$ cat config.mk
export PLATFORM = sky130hd
export DESIGN_NAME = command_packet_validator_core
export DESIGN_NICKNAME = d
export VERILOG_FILES = /design/src/hw/rtl/cpv_pkg.sv /design/src/hw/rtl/cpv_decode.sv /design/src/hw/rtl/command_packet_validator_core.sv
export SDC_FILE = /design/constraint.sdc
export NUM_CORES = 1
export LEC_CHECK = 0
export ABC_AREA = 1
export BUFFER_PORTS_ARGS = -buffer_cell sky130_fd_sc_hd__buf_2
export CAP_MARGIN = 30
export CORE_MARGIN = 2
export CORE_UTILIZATION = 65
export DETAILED_ROUTE_END_ITERATION = 6
export GPL_ROUTABILITY_DRIVEN = 0
export HOLD_SLACK_MARGIN = 0.05
export PLACE_DENSITY = 0.85
export SLEW_MARGIN = 10
export SYNTH_ARGS = -nofsm -noshare
export SYNTH_HDL_FRONTEND = slang
export SYNTH_SLANG_ARGS = --single-unit
$ cat constraint.sdc
create_clock -name i_clk -period 13.05 [get_ports i_clk]
set_input_delay 0.6525 -clock i_clk [delete_from_list [all_inputs] [get_ports i_clk]]
set_output_delay 0.6525 -clock i_clk [all_outputs]
set_load 0.02 [all_outputs]
$ cat src/hw/rtl/cpv_pkg.sv
`default_nettype none

package cpv_pkg;

    // Input action codes.
    localparam logic [1:0] ACT_BYTE    = 2'd0;
    localparam logic [1:0] ACT_TICK    = 2'd1;
    localparam logic [1:0] ACT_SESSION = 2'd2;

    // Packet status codes.
    localparam logic [1:0] ST_NONE      = 2'd0;
    localparam logic [1:0] ST_ACCEPTED  = 2'd1;
    localparam logic [1:0] ST_MALFORMED = 2'd2;
    localparam logic [1:0] ST_STALE     = 2'd3;

    // Configuration register indexes.
    localparam logic CFG_SHORT_VERSION = 1'b0;
    localparam logic CFG_TIMEOUT       = 1'b1;

    localparam int unsigned ASM_BYTES = 14;

    localparam logic [7:0]  LONG_FORMAT    = 8'd2;
    localparam logic [4:0]  LONG_LAST_IDX  = 5'd13;
    localparam logic [4:0]  SHORT_LAST_IDX = 5'd7;
    localparam logic [4:0]  IDX_LIMIT      = 5'd31;
    localparam logic [16:0] AGE_LIMIT      = 17'h1FFFF;

    localparam logic signed [16:0] SPEED_LIM = 17'sd1500;
    localparam logic signed [16:0] JOINT_LIM = 17'sd1571;

    typedef logic [ASM_BYTES-1:0][7:0] t_asm;

    typedef struct packed {
        logic               ok;
        logic [15:0]        seq;
        logic signed [11:0] fwd;
        logic signed [11:0] lat;
        logic signed [11:0] ja;
        logic signed [11:0] jb;
        logic signed [11:0] jc;
        logic [4:0]         modef;
    } t_decode;

    function automatic logic in_range(input logic [15:0] w, input logic signed [16:0] lim);
        logic signed [16:0] v;
        v = signed'({w[15], w});
        return (v >= -lim) && (v <= lim);
    endfunction

    function automatic logic seq_newer(input logic [15:0] cand, input logic [15:0] prev);
        logic [15:0] d;
        d = cand - prev;
        return (d != 16'd0) && !d[15];
    endfunction

endpackage

`default_nettype wire

$ cat src/hw/rtl/cpv_decode.sv
`default_nettype none

module cpv_decode (
    input  wire cpv_pkg::t_asm    i_bytes,
    input  wire logic             i_len_long,
    input  wire logic             i_len_short,
    input  wire logic [7:0]       i_version,
    output cpv_pkg::t_decode      o_dec
);

    logic [7:0]  first;
    logic [7:0]  fl;
    logic [15:0] w_fwd;
    logic [15:0] w_lat;
    logic [15:0] w_ja;
    logic [15:0] w_jb;
    logic [15:0] w_jc;
    logic [15:0] w_seq_long;
    logic [15:0] w_seq_short;
    logic        speeds_ok;
    logic        joints_ok;
    logic        is_long;

    assign first       = i_bytes[0];
    assign fl          = i_bytes[1];
    assign w_fwd       = {i_bytes[3], i_bytes[2]};
    assign w_lat       = {i_bytes[5], i_bytes[4]};
    assign w_ja        = {i_bytes[7], i_bytes[6]};
    assign w_jb        = {i_bytes[9], i_bytes[8]};
    assign w_jc        = {i_bytes[11], i_bytes[10]};
    assign w_seq_long  = {i_bytes[13], i_bytes[12]};
    assign w_seq_short = {i_bytes[7], i_bytes[6]};

    assign is_long   = (first == cpv_pkg::LONG_FORMAT);
    assign speeds_ok = cpv_pkg::in_range(w_fwd, cpv_pkg::SPEED_LIM)
                    && cpv_pkg::in_range(w_lat, cpv_pkg::SPEED_LIM);
    assign joints_ok = cpv_pkg::in_range(w_ja, cpv_pkg::JOINT_LIM)
                    && cpv_pkg::in_range(w_jb, cpv_pkg::JOINT_LIM)
                    && cpv_pkg::in_range(w_jc, cpv_pkg::JOINT_LIM);

    always_comb begin
        o_dec.fwd = $signed(w_fwd[11:0]);
        o_dec.lat = $signed(w_lat[11:0]);
        if (is_long) begin
            // Mode bits both set select a mode that does not exist.
            o_dec.ok    = i_len_long && (fl[7:5] == 3'd0) && (fl[4:3] != 2'b11)
                       && speeds_ok && joints_ok;
            o_dec.ja    = $signed(w_ja[11:0]);
            o_dec.jb    = $signed(w_jb[11:0]);
            o_dec.jc    = $signed(w_jc[11:0]);
            o_dec.modef = fl[4:0];
            o_dec.seq   = w_seq_long;
        end else begin
            o_dec.ok    = i_len_short && (first == i_version) && (fl[7:3] == 5'd0)
                       && speeds_ok;
            o_dec.ja    = '0;
            o_dec.jb    = '0;
            o_dec.jc    = '0;
            o_dec.modef = {2'b00, fl[2:0]};
            o_dec.seq   = w_seq_short;
        end
    end

endmodule

`default_nettype wire

$ cat src/hw/rtl/command_packet_validator_core.sv
// An accepted transaction is held in the input registers, and its result in the output registers.
// Throughput: one input transaction per cycle while the input is not stalled; every input yields exactly one result.
// The input stage stalls only while a result is held back by the output stall.
// Reset (synchronous, active low) clears the held command, its age and any partial
// packet, and restores short_format_version to 1 and timeout_ms to 250.
`default_nettype none

module command_packet_validator_core (
    input  wire logic               i_clk,
    input  wire logic               i_rst_n,

    input  wire logic               i_cfg_we,
    input  wire logic               i_cfg_index,
    input  wire logic [15:0]        i_cfg_data,

    input  wire logic               i_in_valid,
    output logic                    o_in_stall,
    input  wire logic [1:0]         i_action,
    input  wire logic [7:0]         i_data_byte,
    input  wire logic               i_last_byte,

    output logic                    o_out_valid,
    input  wire logic               i_out_stall,
    output logic [1:0]              o_packet_status,
    output logic                    o_command_fresh,
    output logic signed [11:0]      o_forward_mm_s,
    output logic signed [11:0]      o_lateral_mm_s,
    output logic [1:0]              o_control_mode,
    output logic signed [11:0]      o_joint_a_mrad,
    output logic signed [11:0]      o_joint_b_mrad,
    output logic signed [11:0]      o_joint_c_mrad,
    output logic                    o_enable_request,
    output logic                    o_emergency_stop,
    output logic                    o_clear_fault,
    output logic [15:0]             o_held_sequence
);

    logic               r_in_vld;
    logic [1:0]         r_in_action;
    logic [7:0]         r_in_byte;
    logic               r_in_last;

    logic [7:0]         r_version;
    logic [15:0]        r_timeout;

    cpv_pkg::t_asm      r_asm;
    cpv_pkg::t_asm      n_asm;
    logic [4:0]         r_idx;
    logic [4:0]         n_idx;

    logic signed [11:0] r_fwd, n_fwd;
    logic signed [11:0] r_lat, n_lat;
    logic signed [11:0] r_ja, n_ja;
    logic signed [11:0] r_jb, n_jb;
    logic signed [11:0] r_jc, n_jc;
    logic [4:0]         r_modef, n_modef;
    logic [15:0]        r_held_seq, n_held_seq;
    logic               r_has_held, n_has_held;
    logic [16:0]        r_age, n_age;

    logic               r_out_vld;
    logic [1:0]         r_status, n_status;
    logic               r_fresh, n_fresh;

    logic               advance;
    cpv_pkg::t_decode   dec;

    assign advance    = r_in_vld && (!r_out_vld || !i_out_stall);
    assign o_in_stall = r_in_vld && r_out_vld && i_out_stall;

    // The byte of the current transaction is merged in before the packet is checked.
    always_comb begin
        n_asm = r_asm;
        if (r_in_action == cpv_pkg::ACT_BYTE && r_idx < 5'(cpv_pkg::ASM_BYTES)) begin
            n_asm[r_idx[3:0]] = r_in_byte;
        end
    end

    cpv_decode u_decode (
        .i_bytes     (n_asm),
        .i_len_long  (r_idx == cpv_pkg::LONG_LAST_IDX),
        .i_len_short (r_idx == cpv_pkg::SHORT_LAST_IDX),
        .i_version   (r_version),
        .o_dec       (dec)
    );

    always_comb begin
        n_idx      = r_idx;
        n_fwd      = r_fwd;
        n_lat      = r_lat;
        n_ja       = r_ja;
        n_jb       = r_jb;
        n_jc       = r_jc;
        n_modef    = r_modef;
        n_held_seq = r_held_seq;
        n_has_held = r_has_held;
        n_age      = r_age;
        n_status   = cpv_pkg::ST_NONE;
        case (r_in_action)
            cpv_pkg::ACT_BYTE: begin
                if (r_in_last) begin
                    n_idx = '0;
                    if (!dec.ok) begin
                        n_status = cpv_pkg::ST_MALFORMED;
                    end else if (r_has_held && !cpv_pkg::seq_newer(dec.seq, r_held_seq)) begin
                        n_status = cpv_pkg::ST_STALE;
                    end else begin
                        n_status   = cpv_pkg::ST_ACCEPTED;
                        n_fwd      = dec.fwd;
                        n_lat      = dec.lat;
                        n_ja       = dec.ja;
                        n_jb       = dec.jb;
                        n_jc       = dec.jc;
                        n_modef    = dec.modef;
                        n_held_seq = dec.seq;
                        n_has_held = 1'b1;
                        n_age      = '0;
                    end
                end else if (r_idx != cpv_pkg::IDX_LIMIT) begin
                    n_idx = r_idx + 5'd1;
                end
            end
            cpv_pkg::ACT_TICK: begin
                if (r_age != cpv_pkg::AGE_LIMIT) begin
                    n_age = r_age + 17'd1;
                end
            end
            cpv_pkg::ACT_SESSION: begin
                n_idx      = '0;
                n_fwd      = '0;
                n_lat      = '0;
                n_ja       = '0;
                n_jb       = '0;
                n_jc       = '0;
                n_modef    = '0;
                n_held_seq = '0;
                n_has_held = 1'b0;
                n_age      = '0;
            end
            default: begin
            end
        endcase
        n_fresh = n_has_held && (n_age <= {1'b0, r_timeout});
    end

    always_ff @(posedge i_clk) begin
        if (!i_rst_n) begin
            r_in_vld   <= 1'b0;
            r_version  <= 8'd1;
            r_timeout  <= 16'd250;
            r_idx      <= '0;
            r_fwd      <= '0;
            r_lat      <= '0;
            r_ja       <= '0;
            r_jb       <= '0;
            r_jc       <= '0;
            r_modef    <= '0;
            r_held_seq <= '0;
            r_has_held <= 1'b0;
            r_age      <= '0;
            r_out_vld  <= 1'b0;
            r_status   <= cpv_pkg::ST_NONE;
            r_fresh    <= 1'b0;
        end else begin
            if (!o_in_stall) begin
                r_in_vld <= i_in_valid;
            end
            if (i_cfg_we) begin
                case (i_cfg_index)
                    cpv_pkg::CFG_SHORT_VERSION: r_version <= i_cfg_data[7:0];
                    cpv_pkg::CFG_TIMEOUT:       r_timeout <= i_cfg_data;
                    default: begin
                    end
                endcase
            end
            if (advance) begin
                r_idx      <= n_idx;
                r_fwd      <= n_fwd;
                r_lat      <= n_lat;
                r_ja       <= n_ja;
                r_jb       <= n_jb;
                r_jc       <= n_jc;
                r_modef    <= n_modef;
                r_held_seq <= n_held_seq;
                r_has_held <= n_has_held;
                r_age      <= n_age;
                r_status   <= n_status;
                r_fresh    <= n_fresh;
                r_out_vld  <= 1'b1;
            end else if (!i_out_stall) begin
                r_out_vld  <= 1'b0;
            end
        end
    end

    // Payload registers: assembly bytes are written only as the transaction advances; the check uses the merged bytes.
    always_ff @(posedge i_clk) begin
        if (!o_in_stall) begin
            r_in_action <= i_action;
            r_in_byte   <= i_data_byte;
            r_in_last   <= i_last_byte;
        end
        if (advance) begin
            r_asm <= n_asm;
        end
    end

    assign o_out_valid      = r_out_vld;
    assign o_packet_status  = r_status;
    assign o_command_fresh  = r_fresh;
    assign o_forward_mm_s   = r_fwd;
    assign o_lateral_mm_s   = r_lat;
    assign o_control_mode   = r_modef[4:3];
    assign o_joint_a_mrad   = r_ja;
    assign o_joint_b_mrad   = r_jb;
    assign o_joint_c_mrad   = r_jc;
    assign o_enable_request = r_modef[0];
    assign o_emergency_stop = r_modef[1];
    assign o_clear_fault    = r_modef[2];
    assign o_held_sequence  = r_held_seq;

    a_accept_holds: assert property (@(posedge i_clk) disable iff (!i_rst_n)
        (r_out_vld && r_status == cpv_pkg::ST_ACCEPTED) |-> r_has_held)
        else $error("accepted transaction shown without a held command");

    a_accept_age: assert property (@(posedge i_clk) disable iff (!i_rst_n)
        (r_out_vld && r_status == cpv_pkg::ST_ACCEPTED) |-> (r_age == 17'd0))
        else $error("accepted command does not start at age zero");

    a_empty_held: assert property (@(posedge i_clk) disable iff (!i_rst_n)
        !r_has_held |-> (r_held_seq == 16'd0 && !r_fresh && r_modef == 5'd0))
        else $error("held fields not cleared while no command is held");

endmodule

`default_nettype wire

==> metrics.log <==
[metrics] Vias per Instance: around 5.7
[metrics] critical path data required time: between 10,000 and 15,000 ps
[metrics] Clk Latency, worst-skew pair: ~550 ps
[metrics] Setup crit start kind: flop
[metrics] library cell appearing most often on the critical path: sky130_fd_sc_hd__nand2_1
[metrics] routed wirelength normalized by instance count: approximately 16 um
[metrics] Setup Fix Bufs, Post-CTS: 0
[metrics] Slew Limit Headroom: 33.0%
[metrics] number of buffers added to fix hold violations after cts: 0
[metrics] DR pass1 iterations: 6
[metrics] Row Count: between 50 and 60
[metrics] Port Buf Inserts: between 100 and 150
[metrics] layout cells sized above 1: around a tenth
[metrics] Syn-to-layout area delta: 10.2%
[metrics] number of antenna violations at the first check in global routing: 0
[metrics] horizontal extent of the die: between 150 and 200 um
[metrics] number of warnings reported in the yosys synthesis log: 0
[metrics] leading area contributor after synthesis: sky130_fd_sc_hd__edfxtp_1
[metrics] Most used DFF post-synth: sky130_fd_sc_hd__dfxtp_1
[metrics] number of antenna-violating nets in the routed design: 0
[metrics] remaining global-route overflow: 0
[metrics] number of vias in the routed layout: between 10,000 and 15,000
[metrics] number of distinct standard cells referenced by the synthesized netlist: 47
[metrics] die height: around 160 um
[metrics] detailed placer's ending HPWL: approximately 28,000 um
[metrics] number of sinks driven by the clock tree: between 200 and 300
[metrics] n_diodes: 0
[metrics] number of violations of the max-capacitance limit: 0
[metrics] Post-route DRC: 0
[metrics] # IOs: 119
[metrics] final instance count without filler cells: roughly 2,500
[metrics] cell at the slowest stage of the critical path: sky130_fd_sc_hd__inv_1
[metrics] DR iter-0 viols: 1,569
[metrics] min-delay worst type: primary input to flop
[metrics] type of the worst setup path: flop to flop
[metrics] fraction of synthesized cell area taken by the top area cell type: between 20% and 30%
[metrics] setup_tns: 0 ps
[metrics] unrepaired setup endpoints after global routing: false
[metrics] clock slew at the register clock pins of the worst setup and hold paths: about 60 ps
[metrics] TritonCTS buffer count: 28
[metrics] setup clock skew after layout: 23.2 ps
[metrics] worst path arrival time: between 7000 and 8000 ps
[metrics] cell types occupying the most area after synthesis: sky130_fd_sc_hd__edfxtp_1, sky130_fd_sc_hd__dfxtp_1, sky130_fd_sc_hd__nand2_1
[metrics] synthesized netlist cell count: approximately 2,100
[metrics] number of slew-limit violations in the final report: 0
[metrics] proportion of synthesized chip area in sequential cells: a little over two fifths
[metrics] Net count, final: roughly 2,300
[metrics] Post-synth ARST share: 0%
[metrics] Synth Register Bits: about 260
[metrics] Avg Cell Area, Syn: about 7 um^2
[metrics] maximum net fanout on the critical path: a little over 90
[metrics] fin crit period: ~7500 ps
[metrics] EDFF count, synth: ~120
[metrics] Period Utilization, post-route: between 50 and 60%
[metrics] Netlist Area Pre-Place: 14,900 um^2
[metrics] effective utilization at floorplan: roughly two thirds
[metrics] post_cts resized: 0
[metrics] setup violators final: 0
[metrics] R2R Setup Slk: ~5600 ps
[metrics] global-route usage over all layers: about a third
[metrics] Synth Net Count: 2,196
[metrics] floorplan die area: roughly 24,000 um^2
[metrics] CORE AREA: ~23,000 um^2
[metrics] status: finished, final reports clean
[metrics] Post-Route WL: 40,600 um
[metrics] max incr delay on CP: ~540 ps
[metrics] clock tree from TritonCTS: yes
[metrics] total power of the final layout: about 2.0 mW
[metrics] leakage power total: about 7.9 nW
[metrics] total instance count after detailed placement: 2,452
[metrics] transition time at the pin with the least slew margin: ~1000 ps
[metrics] Critical Path Sink Type: flop
[metrics] CTS Buffer Depth: 3
[metrics] peak supply drop: around 100 uV
[metrics] global-route wire length before repair: 65,400 um
[metrics] final-report hold violation count: 0
[metrics] maximum achievable frequency: 134 MHz
[metrics] kind of cell with the highest combined delay on the critical path: simple AND/OR/NAND/NOR gates
[metrics] clock root buffer master: sky130_fd_sc_hd__clkbuf_16
[metrics] power density over the cells: roughly 120 nW/um^2
[metrics] largest net degree at the start of global routing: 100
[metrics] via count of the first global-routing pass: roughly 13,000
[metrics] worst hold slack: 275 ps
[metrics] worst path bufs/invs: 6
[metrics] H-tree level count: 1
[final cells by class]
| class | instances | area [um^2] |
|---|---|---|
| repair buffers | 129 | 706 |
| inverters | 317 | 1190 |
| clock buffers | 43 | 882 |
| well taps | 285 | 357 |
| fillers | 1809 | 6130 |
| flip-flops and latches | 256 | 6360 |
| multi-input cells | 1466 | 6880 |
| clock inverters | 9 | 72.6 |
[logic make-up after synthesis]
group	share of synthesized area, %
xor gates and xnor gates	0.411
DFF	42.6
buffers and inverters	11.3
and+or+nand+nor	30.2
adders and majority gates	3.24
AOI/OAI and AO/OA	12.2
[layout by cell type (no fill, tap or decap), drive strengths merged, types with 2 or more instances in the layout]
master,count
nor2,228
o211ai,10
clkinv,10
inv,315
nand2,628
nand3,178
a21oi,129
edfxtp,123
buf,129
xor2,5
nand4,18
or2,3
clkbuf,43
dfxtp,133
ha,37
nand3b,5
nor3,16
a211oi,2
xnor2,2
o21ai,191
o31ai,5
[Yosys cell counts (6+ instances only)]
master and count:
sky130_fd_sc_hd__inv_1 302, sky130_fd_sc_hd__buf_2 21, sky130_fd_sc_hd__o21ai_0 133, sky130_fd_sc_hd__clkbuf_1 39, sky130_fd_sc_hd__dfxtp_1 133, sky130_fd_sc_hd__nor3_1 12
sky130_fd_sc_hd__buf_6 16, sky130_fd_sc_hd__nand4_1 17, sky130_fd_sc_hd__buf_4 9, sky130_fd_sc_hd__o211ai_1 10, sky130_fd_sc_hd__nor2_2 6, sky130_fd_sc_hd__o21ai_1 53
sky130_fd_sc_hd__ha_1 37, sky130_fd_sc_hd__edfxtp_1 123, sky130_fd_sc_hd__nor2_1 216, sky130_fd_sc_hd__nand3_1 176, sky130_fd_sc_hd__nand2_1 620, sky130_fd_sc_hd__inv_2 11
sky130_fd_sc_hd__nand2_2 7, sky130_fd_sc_hd__a21oi_1 125
[final timing paths]
path | start | to | depth (start not counted)
setup / recovery | r_in_action[1] | o_command_fresh | 40
hold reg to reg | o_forward_mm_s[1] | o_forward_mm_s[1] | 2
hold / removal | i_data_byte[1] | r_in_byte[1] | 1
setup reg to reg | r_in_action[1] | o_command_fresh | 40
[power breakdown]
part	switching (mW)	internal, mW	leakage, nW
clock network	0.329	0.485	0.478
registers	0.0259	0.885	2.24
logic	0.193	0.0806	5.16
total	0.548	1.45	7.89
[stage by stage]
stage	util [%]	setup WS (ps)	cell area [um^2]
3_3_place_gp	68.4	5770	15400
6_report	72.8	5580	16400
2_1_floorplan	-	7710	14900
3_5_place_dp	68.5	5400	15500
4_1_cts	72.7	5310	16400
5_1_grt	72.8	4890	16400
[sequential cells by signal, indices dropped and copies added, names as in the netlist, 2 cells and up]
name / count
o_forward_mm_s: 12
r_in_byte: 8
r_age: 17
r_in_action: 2
o_packet_status: 2
r_asm: 112
o_lateral_mm_s: 12
o_held_sequence: 16
r_modef: 5
r_version: 8
r_idx: 5
r_timeout: 16
o_joint_b_mrad: 12
o_joint_c_mrad: 12
o_joint_a_mrad: 12
[per-layer routing]
layer / up-vias / wire length, um / global-route usage, %
met2: 762 / 18900 / 55.4
li1: 6959 / - / -
met3: 135 / 3820 / 4.40
met1: 6545 / 16200 / 44.3
met4: 0 / 1750 / 13.5
met5: - / 0 / 0
Note: power is estimated with default switching activity, not from simulation.
